`src/rtl/b64e_pkg.sv`:
```
// package for the streaming base64 encoder: job record, group position codes,
// alphabet lookup and pad character; used by every module of the block
`timescale 1ns / 1ps
`default_nettype none

package b64e_pkg;

    // bytes already taken of the current three-byte group
    localparam logic [1:0] POS_START = 2'd0;
    localparam logic [1:0] POS_ONE   = 2'd1;
    localparam logic [1:0] POS_TWO   = 2'd2;

    localparam logic [7:0] PAD_CHAR = 8'd61;

    localparam int QUEUE_DEPTH = 4;
    localparam int QUEUE_AW    = $clog2(QUEUE_DEPTH);

    // one byte worth of output work, built by the front and run by the back
    typedef struct packed {
        logic [5:0] sext0;      // first sextet
        logic [5:0] sext1;      // second sextet, used when two_sext is set
        logic       two_sext;   // two sextets, else one
        logic [1:0] last_idx;   // index of the last character (count minus one)
        logic       last;       // message ends with this job
    } t_job;

    // sextet to ascii, standard alphabet
    function automatic logic [7:0] b64_char(input logic [5:0] v);
        logic [7:0] w;
        w = {2'b00, v};
        priority if (v < 6'd26) return 8'd65 + w;
        else if (v < 6'd52)     return 8'd71 + w;      // 'a' - 26
        else if (v < 6'd62)     return w - 8'd4;       // '0' - 52
        else if (v == 6'd62)    return 8'd43;          // '+'
        else                    return 8'd47;          // '/'
    endfunction

endpackage

`default_nettype wire

```
`src/rtl/b64e_front.sv`:
```
// front part: accepts raw bytes, tracks group position and carried bits,
// and builds one job per byte; depends on b64e_pkg
`timescale 1ns / 1ps
`default_nettype none

module b64e_front (
    input  wire                  i_clk,
    input  wire                  i_rst_n,
    input  wire                  i_valid,
    output logic                 o_ready,
    input  wire  [7:0]           i_data_byte,
    input  wire                  i_end_of_message,
    input  wire                  i_queue_full,
    output logic                 o_push,
    output b64e_pkg::t_job       o_job
);
    import b64e_pkg::*;

    logic [1:0] r_pos, n_pos;
    logic [3:0] r_carry, n_carry;

    assign o_ready = !i_queue_full;
    assign o_push  = i_valid && !i_queue_full;

    // classify the byte by group position
    always_comb begin
        o_job.last = i_end_of_message;
        unique case (r_pos)
            POS_ONE: begin
                o_job.sext0    = {r_carry[1:0], i_data_byte[7:4]};
                o_job.sext1    = {i_data_byte[3:0], 2'b00};
                o_job.two_sext = i_end_of_message;
                o_job.last_idx = i_end_of_message ? 2'd2 : 2'd0;
                n_pos          = POS_TWO;
                n_carry        = i_data_byte[3:0];
            end
            POS_TWO: begin
                o_job.sext0    = {r_carry, i_data_byte[7:6]};
                o_job.sext1    = i_data_byte[5:0];
                o_job.two_sext = 1'b1;
                o_job.last_idx = 2'd1;
                n_pos          = POS_START;
                n_carry        = 4'd0;
            end
            default: begin
                // start of a group; an out-of-range position counts as start
                o_job.sext0    = i_data_byte[7:2];
                o_job.sext1    = {i_data_byte[1:0], 4'b0000};
                o_job.two_sext = i_end_of_message;
                o_job.last_idx = i_end_of_message ? 2'd3 : 2'd0;
                n_pos          = POS_ONE;
                n_carry        = {2'b00, i_data_byte[1:0]};
            end
        endcase
    end

    // group state, cleared at message end
    always_ff @(posedge i_clk) begin
        if (!i_rst_n) begin
            r_pos   <= POS_START;
            r_carry <= 4'd0;
        end else if (o_push) begin
            if (i_end_of_message) begin
                r_pos   <= POS_START;
                r_carry <= 4'd0;
            end else begin
                r_pos   <= n_pos;
                r_carry <= n_carry;
            end
        end
    end

endmodule

`default_nettype wire

```
`src/rtl/b64e_queue.sv`:
```
// short show-ahead job queue between front and back parts; depends on b64e_pkg
`timescale 1ns / 1ps
`default_nettype none

module b64e_queue (
    input  wire                  i_clk,
    input  wire                  i_rst_n,
    input  wire                  i_push,
    input  b64e_pkg::t_job       i_job,
    input  wire                  i_pop,
    output logic                 o_full,
    output logic                 o_empty,
    output b64e_pkg::t_job       o_job
);
    import b64e_pkg::*;

    t_job                r_mem [QUEUE_DEPTH];
    logic [QUEUE_AW-1:0] r_wr_ptr;
    logic [QUEUE_AW-1:0] r_rd_ptr;
    logic [QUEUE_AW:0]   r_count;

    assign o_full  = (r_count == (QUEUE_AW+1)'(QUEUE_DEPTH));
    assign o_empty = (r_count == '0);
    assign o_job   = r_mem[r_rd_ptr];

    // storage write
    always_ff @(posedge i_clk) begin
        if (i_push) begin
            r_mem[r_wr_ptr] <= i_job;
        end
    end

    // pointers and fill count
    always_ff @(posedge i_clk) begin
        if (!i_rst_n) begin
            r_wr_ptr <= '0;
            r_rd_ptr <= '0;
            r_count  <= '0;
        end else begin
            if (i_push) begin
                r_wr_ptr <= r_wr_ptr + 1'b1;
            end
            if (i_pop) begin
                r_rd_ptr <= r_rd_ptr + 1'b1;
            end
            if (i_push && !i_pop) begin
                r_count <= r_count + 1'b1;
            end else if (!i_push && i_pop) begin
                r_count <= r_count - 1'b1;
            end
        end
    end

endmodule

`default_nettype wire

```
`src/rtl/b64e_back.sv`:
```
// back part: walks the head job one character per cycle, while the output is
// not stalled, into an output register; depends on b64e_pkg
`timescale 1ns / 1ps
`default_nettype none

module b64e_back (
    input  wire                  i_clk,
    input  wire                  i_rst_n,
    input  wire                  i_empty,
    input  b64e_pkg::t_job       i_job,
    output logic                 o_pop,
    output logic                 o_valid,
    input  wire                  i_ready,
    output logic [7:0]           o_char,
    output logic                 o_final
);
    import b64e_pkg::*;

    logic [1:0] r_idx;
    logic       r_valid;
    logic [7:0] r_char;
    logic       r_final;
    logic       load;
    logic       job_done;
    logic [7:0] n_char;

    assign load     = !i_empty && (!r_valid || i_ready);
    assign job_done = (r_idx == i_job.last_idx);
    assign o_pop    = load && job_done;

    // pick the character at the current index
    always_comb begin
        if (r_idx == 2'd0) begin
            n_char = b64_char(i_job.sext0);
        end else if (r_idx == 2'd1 && i_job.two_sext) begin
            n_char = b64_char(i_job.sext1);
        end else begin
            n_char = PAD_CHAR;
        end
    end

    // character index within the job
    always_ff @(posedge i_clk) begin
        if (!i_rst_n) begin
            r_idx <= 2'd0;
        end else if (load) begin
            r_idx <= job_done ? 2'd0 : r_idx + 2'd1;
        end
    end

    // output register
    always_ff @(posedge i_clk) begin
        if (!i_rst_n) begin
            r_valid <= 1'b0;
        end else if (load) begin
            r_valid <= 1'b1;
        end else if (i_ready) begin
            r_valid <= 1'b0;
        end
    end

    always_ff @(posedge i_clk) begin
        if (load) begin
            r_char  <= n_char;
            r_final <= i_job.last && job_done;
        end
    end

    assign o_valid = r_valid;
    assign o_char  = r_char;
    assign o_final = r_final;

endmodule

`default_nettype wire

```
`src/rtl/base64_stream_encoder.sv`:
```
// top level of the streaming base64 encoder: front part, job queue, back part
// depends on b64e_pkg, b64e_front, b64e_queue, b64e_back
//
// usage:
//   input stream (s_axis): one raw byte per request in tdata, tlast marks the
//   final byte of a message.
//   output stream (m_axis): one ascii character per request in tdata (base64
//   alphabet or '=' pad), tlast marks the last character of the message.
//   path: a taken byte's job is written into the job queue, and its first
//   character is then registered in the output register before it is valid.
//   throughput: the back part sends one character per cycle while tready is
//   high; a byte gives one to four characters (one or two in a group, up to
//   four with padding at message end), about 4/3 per byte in long messages.
//   the front takes a byte every cycle while the four-entry queue has room.
//   reset: synchronous, active low; clears the group position, carried bits,
//   queue and output valid.
//   stall: when m_axis_tready is low the character holds in the output
//   register, the queue fills, and s_axis_tready drops once it is full.
`timescale 1ns / 1ps
`default_nettype none

module base64_stream_encoder (
    input  wire        i_clk,
    input  wire        i_rst_n,
    input  wire        i_s_axis_tvalid,
    output logic       o_s_axis_tready,
    input  wire  [7:0] i_s_axis_tdata,   // [7:0] data_byte
    input  wire        i_s_axis_tlast,   // end_of_message
    output logic       o_m_axis_tvalid,
    input  wire        i_m_axis_tready,
    output logic [7:0] o_m_axis_tdata,   // [7:0] out_char
    output logic       o_m_axis_tlast    // final_char
);
    import b64e_pkg::*;

    t_job push_job;
    t_job head_job;
    logic push;
    logic pop;
    logic full;
    logic empty;

    // classify incoming bytes
    b64e_front u_front (
        .i_clk            (i_clk),
        .i_rst_n          (i_rst_n),
        .i_valid          (i_s_axis_tvalid),
        .o_ready          (o_s_axis_tready),
        .i_data_byte      (i_s_axis_tdata),
        .i_end_of_message (i_s_axis_tlast),
        .i_queue_full     (full),
        .o_push           (push),
        .o_job            (push_job)
    );

    // decouple front and back
    b64e_queue u_queue (
        .i_clk   (i_clk),
        .i_rst_n (i_rst_n),
        .i_push  (push),
        .i_job   (push_job),
        .i_pop   (pop),
        .o_full  (full),
        .o_empty (empty),
        .o_job   (head_job)
    );

    // emit characters
    b64e_back u_back (
        .i_clk   (i_clk),
        .i_rst_n (i_rst_n),
        .i_empty (empty),
        .i_job   (head_job),
        .o_pop   (pop),
        .o_valid (o_m_axis_tvalid),
        .i_ready (i_m_axis_tready),
        .o_char  (o_m_axis_tdata),
        .o_final (o_m_axis_tlast)
    );

endmodule

`default_nettype wire
```
`config.mk`:
```
export PLATFORM = sky130hd
export DESIGN_NAME = base64_stream_encoder
export DESIGN_NICKNAME = d
export VERILOG_FILES = /design/src/rtl/b64e_pkg.sv /design/src/rtl/b64e_front.sv /design/src/rtl/b64e_queue.sv /design/src/rtl/b64e_back.sv /design/src/rtl/base64_stream_encoder.sv
export SDC_FILE = /design/constraint.sdc
export NUM_CORES = 1
export LEC_CHECK = 0
export ABC_AREA = 1
export ABC_CLOCK_PERIOD_IN_PS = 8070
export BUFFER_PORTS_ARGS = -buffer_cell sky130_fd_sc_hd__buf_2
export CAP_MARGIN = 15
export CELL_PAD_IN_SITES_DETAIL_PLACEMENT = 2
export CELL_PAD_IN_SITES_GLOBAL_PLACEMENT = 2
export CORE_ASPECT_RATIO = 1.1
export CORE_UTILIZATION = 26
export DETAILED_ROUTE_END_ITERATION = 10
export GPL_ROUTABILITY_DRIVEN = 0
export HOLD_SLACK_MARGIN = 0.1
export PLACE_DENSITY = 0.66
export SLEW_MARGIN = 20
export SYNTH_ARGS = -nofsm -noshare
export SYNTH_HDL_FRONTEND = slang
export SYNTH_SLANG_ARGS = --single-unit
```
`constraint.sdc`:
```
create_clock -name i_clk -period 8.07 [get_ports i_clk]
set_input_delay 0.4035 -clock i_clk [delete_from_list [all_inputs] [get_ports i_clk]]
set_output_delay 0.4035 -clock i_clk [all_outputs]
set_load 0.1 [all_outputs]
```
==> results of run 1 <==
==> cells by family (layout without fill, tap and decap cells) <==
family,Yosys count,count (layout),share of synthesized area (%)
adder cells (fa/ha/maj),22,22,5.71
XOR/XNOR,12,12,2.27
flip-flops,91,91,51.5
AND/OR/NAND/NOR,275,275,24.8
buffers and inverters,83,110,7.73
AO/OA/AOI/OAI,68,68,7.98
==> power groups by stage <==
stage                     clock, mW  sequential, mW  combinational [mW]
after global placement            0           0.665                1.08
final                         0.408           0.658                1.09
after floorplan                   0           0.847               0.674
after detailed placement          0           0.670                1.12
after CTS                     0.423           0.660                1.12
after global routing          0.438           0.668                1.22
==> per-stage QoR <==
stage	power [mW]	hold WS, ps	utilization, %
after floorplan	1.52	445	-
after global placement	1.74	458	28.4
after detailed placement	1.78	463	28.4
after CTS	2.20	323	30.0
after global routing	2.33	342	30.0
final	2.16	343	30.0
==> worst paths after layout <==
check	end	slack (ps)	depth (start not counted)
max	u_back.o_char[0]	4820	11
min reg2reg	u_front.r_carry[2]	470	2
min	u_queue.r_mem[3][0]	340	1
max reg2reg	u_back.o_char[0]	4820	11
==> placed cells by master, fill, tap and decap left out, drive strengths merged <==
| cell | instances |
|---|---|
| edfxtp | 73 |
| or2 | 2 |
| o211ai | 4 |
| nor2 | 48 |
| clkinv | 2 |
| fa | 1 |
| ha | 21 |
| dfxtp | 18 |
| a21oi | 23 |
| o21ai | 28 |
| xor2 | 10 |
| o221ai | 6 |
| a21boi | 1 |
| clkbuf | 10 |
| inv | 73 |
| buf | 25 |
| nand4 | 4 |
| nand3 | 46 |
| o31ai | 1 |
| o22ai | 2 |
| a211oi | 1 |
| o21bai | 1 |
| xnor2 | 2 |
| nand2 | 175 |
| a31oi | 1 |
==> sequential cells by signal, indices dropped and copies added, names as in the netlist, named ones only <==
register / flops
u_back.o_final: 1
u_queue.r_count: 3
u_queue.r_mem: 64
u_queue.r_wr_ptr: 2
u_queue.r_rd_ptr: 2
u_back.r_idx: 2
u_back.o_valid: 1
u_front.r_pos: 2
u_back.o_char: 8
u_front.r_carry: 4
==> layer usage <==
layer,vias up,global-route usage [%],share of wire [%]
met3,15,2.55,2.6
met2,41,26.7,52
met4,0,4.66,1.6
met5,-,0,0
li1,1850,-,-
met1,1860,17.2,44
==> final cells by class <==
type | instances | area, sq um
Fill cell | 2125 | 13000
Sequential cell | 91 | 2550
Tap cell | 243 | 304
Clock inverter | 6 | 43.8
Timing Repair Buffer | 25 | 130
Multi-Input combinational cell | 377 | 2030
Clock buffer | 10 | 239
Inverter | 69 | 260
==> impl_metrics.yaml, run 1 <==
setup_path:
  critPathTopFamily: "buffers and inverters"
  path_common_cell: "inv_1"
  critPathCaptureType: "flop"
  path_buf_inv: 4
  worstSetupPathType: "reg -> reg"
  max_stage_delay_ps: 840
  worstPathCellList: "inv_1, nand3_1, nand2_2, inv_2, ha_1, inv_1, nor2_1, nor2_2, o21ai_0, o21ai_0, inv_1"
  crit_arrival_ps: 3470
  worstPathRequired_ps: 8290
  cp_max_fo: 21
  cpMaxStageDelayCell: "dfxtp_1"
  critPathLaunchType: "flop"
placed_design:
  portBuffers: 23
  dp_hpwl_mm: 10.0
  placed_area_sq_um: 5280
  place_ws_ps: 4740
  dp_cells: 805
yosys:
  syn_area_per_cell_sq_um: 8.99
  netlist_area_sq_um: 4950
  syn_inst: 551
  synth_edf_count: 73
  netlist_top_cells_area: "edfxtp_1 44%, nand2_1 12%, dfxtp_1 7.3%"
  synth-seq-cells: 91
  yosys_warnings: 0
  async_flop_share_pct: 0
  yosys.cell_types.count: 38
  synthesis.nets: 586
  yosysTopAreaCellShare_pct: 44.3
  ys_top_cells_by_count: "152 x nand2_1, 73 x edfxtp_1, 63 x inv_1"
  ys.flop_type: "edfxtp_1"
  seq_area_frac_synth_pct: 51.5
  yosys.area.top_type: "edfxtp_1"
  yosysMostFrequentCell: "nand2_1"
flow_run:
  maxCapViolations: 0
power:
  power_switching_mw: 1.04
  power_frac_clock_pct: 18.9
  sequentialPowerShare_pct: 30.5
  sw_frac_of_total_pct: 48.0
  power_leakage_nw: 2.27
  ir_drop_mv: 0.189
  p_comb_share_pct: 50.6
  p_per_area_nw_per_um2: 388
  internal_power_mw: 1.12
routing:
  drc_errors: 0
  drt_wl_total_mm: 13.3
  firstDrtPassIters: 4
  ant_nets: 0
  drtIter0Drc: 146
  vias: 3766
  avgViaCountPerCell: 4.59
  wl_per_cell_microns: 16.2
die:
  row_count: 52
  die_x_microns: 134
  die_y_microns: 147
  die_area_sq_um: 19600
  core-area_sq_um: 18500
  io-pin-count: 24
  start_util_pct: 26.7
min_path:
  hp-start: "i_s_axis_tlast"
  hp-class: "in -> reg"
global_route:
  grtUsageTotal_pct: 14.6
  gr-total-overflow: 0
  grt_pass1_vias: 4205
  grt_pass1_wl_mm: 22.1
  grt_start_max_net_pins: 39
  antenna_found_initial: 0
cts:
  insertion_delay_ps: 350
  path_clk_slew_ps: 70
  cts_buffer_depth: 2
  cts_resized: 0
  root_buffer: "clkbuf_16"
  cts_sinks: 91
  htreeDepth: 3
  postCtsSetupBuffers: 0
  cts_hold_buf: 0
  cts_tree: "yes"
  cts_buffers: 9
timing:
  fin_setup_tns_ps: 0
  hold_viol: 0
  fin_skew_ps: 10.6
  worst-slew-pin-transition_ps: 1030
  setup_ws_ps: 4820
  period_share_pct: 40.2
  finalSetupViolations: 0
  maxSlewHeadroom_pct: 31.5
  max_freq_mhz: 308
  rsz0062_at_grt: "false"
  slew_viol_final: 0
  min_period_ps: 3250
final_layout:
  fin_area_sq_um: 5560
  areaGrowthSynthToFinish_pct: 12.2
  layoutNonFillerInstCount: 821
  n_antenna_cell: 0
  num-nets-final: 608
  drive_above_1_share_pct: 15.7
status:
  status: "completed"
No activity file was read; power rests on OpenSTA's default activity.
==> run 2: changes to the inputs <==
--- a/config.mk
+++ b/config.mk
@@ -5,8 +5,8 @@
 export SDC_FILE = /design/constraint.sdc
 export NUM_CORES = 1
 export LEC_CHECK = 0
-export ABC_AREA = 1
-export ABC_CLOCK_PERIOD_IN_PS = 8070
+export ABC_AREA = 0
+export ABC_CLOCK_PERIOD_IN_PS = 3380
 export BUFFER_PORTS_ARGS = -buffer_cell sky130_fd_sc_hd__buf_2
 export CAP_MARGIN = 15
 export CELL_PAD_IN_SITES_DETAIL_PLACEMENT = 2
@@ -16,7 +16,7 @@
 export DETAILED_ROUTE_END_ITERATION = 10
 export GPL_ROUTABILITY_DRIVEN = 0
 export HOLD_SLACK_MARGIN = 0.1
-export PLACE_DENSITY = 0.66
+export PLACE_DENSITY = 0.61
 export SLEW_MARGIN = 20
 export SYNTH_ARGS = -nofsm -noshare
 export SYNTH_HDL_FRONTEND = slang
==> constraint.sdc (replaced) <==
create_clock -name i_clk -period 3.38 [get_ports i_clk]
set_input_delay 0.169 -clock i_clk [delete_from_list [all_inputs] [get_ports i_clk]]
set_output_delay 0.169 -clock i_clk [all_outputs]
set_load 0.1 [all_outputs]
==> impl_metrics.yaml, run 2 <==
global_route:
  antenna_found_initial: 0
  gr-total-overflow: 0
  grtUsageTotal_pct: 13.3
  grt_start_max_net_pins: 23
  grt_pass1_vias: 3142
  grt_pass1_wl_mm: 17.7
setup_path:
  rr_endpoint: "u_back.o_char[2]"
  worstPathRequired_ps: 3460
  worstSetupPathType: "reg -> reg"
  cpMaxStageDelayCell: "dfxtp_1"
  crit_end: "u_back.o_char[2]"
  r2r_slack_ps: 390
  path_buf_inv: 2
  worstPathCellList: "buf_4, mux4_2, inv_1, ha_1, nor2_2, mux2_2, o211ai_1, a311oi_1"
  path_depth: 8
  rr_worst_depth: 8
  crit_arrival_ps: 3060
  cp_max_fo: 9
  critPathTopFamily: "flip-flops"
  critPathCaptureType: "flop"
  max_stage_delay_ps: 680
  critPathLaunchType: "flop"
final_layout:
  areaGrowthSynthToFinish_pct: 14.9
  largest_reg_flops: 64
  largest_register: "u_queue.r_mem"
  final_cell_mix: "73 x edfxtp_1, 33 x nand2_1, 23 x buf_2, 21 x ha_1, 18 x dfxtp_1"
  fillers: 1783
  layoutNonFillerInstCount: 577
  post-route-util_pct: 30.9
  final_common_cell: "edfxtp_1"
  num-nets-final: 403
  drive_above_1_share_pct: 18.5
  n_antenna_cell: 0
yosys:
  synthMuxAreaShare_pct: 9.49
  yosysTopAreaCellShare_pct: 49.2
  netlist_top_cells_area: "edfxtp_1 49%, dfxtp_1 8.1%, mux4_2 8.1%"
  yosys_warnings: 0
  synth-seq-cells: 91
  synth_fa_ha_area_share_pct: 6.35
  yosys.area_share.simple_pct: 10.8
  yosys.cell_types.count: 53
  netlist_area_sq_um: 4450
  synthesis.nets: 376
  synth_top_family_by_area: "compound AO/OA/AOI/OAI gates"
  syn_area_per_cell_sq_um: 13.1
  synth-compound-area-share_pct: 11.0
  syn_inst: 341
  async_flop_share_pct: 0
  synthXorXnorAreaFrac_pct: 2.16
  seq_area_frac_synth_pct: 57.3
  ys_top_cells_by_count: "73 x edfxtp_1, 33 x nand2_1, 21 x ha_1"
  yosysMostFrequentCell: "edfxtp_1"
  synth_edf_count: 73
  yosys.area.top_type: "edfxtp_1"
  ys.flop_type: "edfxtp_1"
timing:
  finalSetupViolations: 0
  fin_hold_ws_ps: 124
  setup_ws_ps: 392
  fin_skew_ps: 11.0
  slew_viol_final: 0
  min_period_ps: 2990
  hold_viol: 0
  maxSlewHeadroom_pct: 37.6
  period_share_pct: 88.4
  max_freq_mhz: 335
  worst-slew-pin-transition_ps: 936
  fin_setup_tns_ps: 0
  rsz0062_at_grt: "false"
power:
  sw_frac_of_total_pct: 41.3
  sequentialPowerShare_pct: 32.8
  p_comb_share_pct: 44.0
  internal_power_mw: 2.80
  power_switching_mw: 1.97
  power_frac_clock_pct: 23.1
  ir_drop_mv: 0.393
  power_leakage_nw: 1.79
  p_per_area_nw_per_um2: 932
cts:
  cts_buffer_depth: 2
  root_buffer: "clkbuf_16"
  cts_hold_buf: 0
  htreeDepth: 3
  cts_resized: 0
  cts_tree: "yes"
  insertion_delay_ps: 340
  postCtsSetupBuffers: 0
  path_clk_slew_ps: 70
  cts_sinks: 91
  cts_buffers: 9
routing:
  avgViaCountPerCell: 4.94
  vias: 2853
  drtIter0Drc: 142
  wl_per_cell_microns: 19.0
  ant_nets: 0
  drt_wl_total_mm: 10.9
  drc_errors: 0
  firstDrtPassIters: 4
die:
  core-area_sq_um: 16600
  die_y_microns: 139
  die_x_microns: 127
  die_area_sq_um: 17700
  start_util_pct: 26.9
  io-pin-count: 24
  row_count: 49
placed_design:
  place_ws_ps: 322
  dp_cells: 561
  portBuffers: 23
  dp_hpwl_mm: 8.05
min_path:
  hp-class: "in -> reg"
flow_run:
  maxCapViolations: 0
status:
  status: "completed"
## run 2: cell count changes in the layout (fill, tap and decap cells not counted), moves of 9 or more
cell / delta
a21oi_1: -13
a22oi_1: +13
nand2_2: -21
inv_1: -50
o21ai_0: -9
and2_1: +10
nand2_1: -119
mux4_2: +16
nor2_2: -10
nor2_1: -25
nand3_1: -31
## run 2: power by group through the flow
| stage | logic [mW] | registers [mW] | clock network [mW] |
|---|---|---|---|
| final | 2.10 | 1.56 | 1.10 |
| after global routing | 2.29 | 1.59 | 1.18 |
| after CTS | 2.14 | 1.57 | 1.13 |
| after detailed placement | 2.12 | 1.60 | 0 |
| after global placement | 2.07 | 1.58 | 0 |
| after floorplan | 1.20 | 2.01 | 0 |
## run 2: final cells by class
class | instances | area [sq um] | area share (%)
multi-input cells | 221 | 1770 | 34.7
clock inverters | 4 | 76.3 | 1.49
well taps | 204 | 255 | 4.99
inverters | 18 | 67.6 | 1.32
flip-flops and latches | 91 | 2550 | 49.9
clock buffers | 12 | 246 | 4.82
repair buffers | 27 | 145 | 2.84
## run 2: cell families (layout without fill, tap and decap cells)
kind of cell / after synthesis / after routing
flip-flops: 91 / 91
multiplexers: 22 / 22
adder cells (fa/ha/maj): 22 / 22
AO/OA/AOI/OAI: 72 / 72
AND/OR/NAND/NOR: 94 / 94
buffers and inverters: 29 / 61
XOR/XNOR: 11 / 11
## run 2: worst min path at each step
stage	to	cells after the start	from
detailed placement	u_front.r_carry[2]	2	u_front.r_carry[2]
global route	u_queue.r_mem[3][0]	1	i_s_axis_tlast
CTS	u_back.o_valid	4	i_m_axis_tready
finish	u_back.o_valid	4	i_m_axis_tready
floorplan	u_queue.r_mem[0][0]	0	i_s_axis_tlast
global placement	u_back.o_valid	4	i_m_axis_tready
## run 2: metrics by stage
step                      power [mW]  cell area, sq um
final                           4.77              5120
after global placement          3.65              4790
after CTS                       4.84              5120
after detailed placement        3.72              4790
after floorplan                 3.20              4450
after global routing            5.06              5120
## run 2: routing by layer
| metal | wire length (microns) | vias up | GRT usage, % | share of wire (%) |
|---|---|---|---|---|
| li1 | - | 1346 | - | - |
| met1 | 4910 | 1461 | 16.7 | 45 |
| met2 | 5620 | 36 | 23.1 | 51 |
| met3 | 254 | 10 | 2.46 | 2.3 |
| met4 | 153 | 0 | 4.51 | 1.4 |
| met5 | 0 | - | 0 | 0 |
## run 2: worst reg2reg max path, stage by stage, from the launching register on
cell,delay [ps]
dfxtp_1,680
buf_4,310
mux4_2,290
inv_1,110
ha_1,260
nor2_2,340
mux2_2,380
o211ai_1,240
a311oi_1,130
==> run 3: changes to the inputs <==
--- a/config.mk
+++ b/config.mk
@@ -12,11 +12,11 @@
 export CELL_PAD_IN_SITES_DETAIL_PLACEMENT = 2
 export CELL_PAD_IN_SITES_GLOBAL_PLACEMENT = 2
 export CORE_ASPECT_RATIO = 1.1
-export CORE_UTILIZATION = 26
+export CORE_UTILIZATION = 43
 export DETAILED_ROUTE_END_ITERATION = 10
 export GPL_ROUTABILITY_DRIVEN = 0
 export HOLD_SLACK_MARGIN = 0.1
-export PLACE_DENSITY = 0.61
+export PLACE_DENSITY = 0.88
 export SLEW_MARGIN = 20
 export SYNTH_ARGS = -nofsm -noshare
 export SYNTH_HDL_FRONTEND = slang
==> impl_metrics.yaml, run 3 (synthesis results as in run 2) <==
routing:
  firstDrtPassIters: 4
  drt_wl_total_mm: 12.0
  avgViaCountPerCell: 5.91
  drtIter0Drc: 169
  vias: 2915
  wl_per_cell_microns: 24.3
  ant_nets: 0
  drc_errors: 0
cts:
  cts_tree: "yes"
  root_buffer: "clkbuf_8"
  cts_buffer_depth: 2
  insertion_delay_ps: 360
  postCtsSetupBuffers: 0
  cts_hold_buf: 1
  htreeDepth: 3
  cts_sinks: 91
  cts_resized: 0
  path_clk_slew_ps: 90
  cts_buffers: 9
timing:
  max_freq_mhz: 330
  setup_ws_ps: 349
  fin_skew_ps: 14.0
  maxSlewHeadroom_pct: 40.5
  slew_viol_final: 0
  period_share_pct: 89.7
  finalSetupViolations: 0
  rsz0062_at_grt: "false"
  fin_setup_tns_ps: 0
  min_period_ps: 3030
  worst-slew-pin-transition_ps: 893
  hold_viol: 0
min_path:
  hp-class: "in -> reg"
  hp-start: "i_s_axis_tdata[3]"
  hold_depth: 3
power:
  sequentialPowerShare_pct: 35.2
  sw_frac_of_total_pct: 44.6
  ir_drop_mv: 0.436
  power_switching_mw: 1.99
  power_frac_clock_pct: 16.3
  power_leakage_nw: 1.72
  p_per_area_nw_per_um2: 913
  p_total_mw: 4.45
  p_comb_share_pct: 48.5
  internal_power_mw: 2.47
global_route:
  grt_start_max_net_pins: 23
  antenna_found_initial: 0
  grt_pass1_wl_mm: 18.5
  grt_pass1_vias: 3243
  gr-total-overflow: 0
  grtUsageTotal_pct: 23.7
setup_path:
  critPathTopFamily: "multiplexers"
  rr_worst_depth: 9
  path_depth: 9
  path_buf_inv: 2
  worstSetupPathType: "reg -> reg"
  worstPathCellList: "buf_4, mux4_2, inv_2, ha_1, nand3b_1, mux2i_1, nor2_1, nor4b_1, a311oi_1"
  worstPathRequired_ps: 3490
  critPathCaptureType: "flop"
  max_stage_delay_ps: 640
  critPathLaunchType: "flop"
  crit_arrival_ps: 3140
  cpMaxStageDelayCell: "mux4_2"
  cp_max_fo: 13
final_layout:
  multi_input_area_sq_um: 1770
  n_antenna_cell: 0
  drive_above_1_share_pct: 18.0
  largest_reg_flops: 64
  largest_register: "u_queue.r_mem"
  post-route-util_pct: 48.8
  fillers: 1001
  final_common_cell: "edfxtp_1"
  areaGrowthSynthToFinish_pct: 9.49
  num-nets-final: 403
  seq_area_sq_um: 2550
  layoutNonFillerInstCount: 493
  final_cell_mix: "73 x edfxtp_1, 33 x nand2_1, 23 x buf_2, 21 x ha_1, 18 x dfxtp_1"
flow_run:
  maxCapViolations: 0
die:
  core-area_sq_um: 9980
  row_count: 38
  io-pin-count: 24
  die_x_microns: 99.0
  die_area_sq_um: 10800
  start_util_pct: 44.6
  die_y_microns: 109
placed_design:
  dp_cells: 476
  dp_hpwl_mm: 8.74
  place_ws_ps: 379
  portBuffers: 23
status:
  status: "completed"
run 3: cell type report:
cell class,instances,share of cell area [%]
Clock buffer,11,2.69
Clock inverter,5,1.10
Inverter,18,1.39
Multi-Input combinational cell,221,36.4
Sequential cell,91,52.3
Tap cell,120,3.08
Timing Repair Buffer,27,3.03
run 3: metal layers:
| metal | routed length (microns) | GRT usage [%] | vias to the layer above | part of all wire [%] |
|---|---|---|---|---|
| met2 | 6290 | 42.1 | 50 | 52 |
| met5 | 0 | 0 | - | 0 |
| met4 | 222 | 8.96 | 0 | 1.8 |
| met1 | 5230 | 29.2 | 1510 | 44 |
| li1 | - | - | 1338 | - |
| met3 | 257 | 3.97 | 17 | 2.1 |
run 3: worst paths after layout:
kind	end	slack [ps]
max	u_back.o_char[2]	350
min	u_front.r_carry[3]	120
max reg2reg	u_back.o_char[2]	350
min reg2reg	u_front.r_carry[2]	480
run 3: worst min-delay path: cells and delay by family:
| family | cells | cell delay (ps) |
|---|---|---|
| buffers and inverters | 1 | 130 |
| AND/OR/NAND/NOR | 1 | 70 |
| AO/OA/AOI/OAI | 1 | 60 |
run 3: power groups by stage:
stage          combinational [mW]  clock [mW]  sequential [mW]
4_1_cts                      2.16       0.737             1.57
2_1_floorplan                1.20           0             2.01
3_3_place_gp                 1.99           0             1.57
6_report                     2.16       0.726             1.57
3_5_place_dp                 2.14           0             1.59
5_1_grt                      2.30       0.775             1.59
run 3: metrics by stage:
stage | instance area, sq um | hold WS (ps)
2_1_floorplan | 4450 | 268
3_3_place_gp | 4680 | 445
3_5_place_dp | 4680 | 459
4_1_cts | 4880 | 108
5_1_grt | 4880 | 129
6_report | 4880 | 119
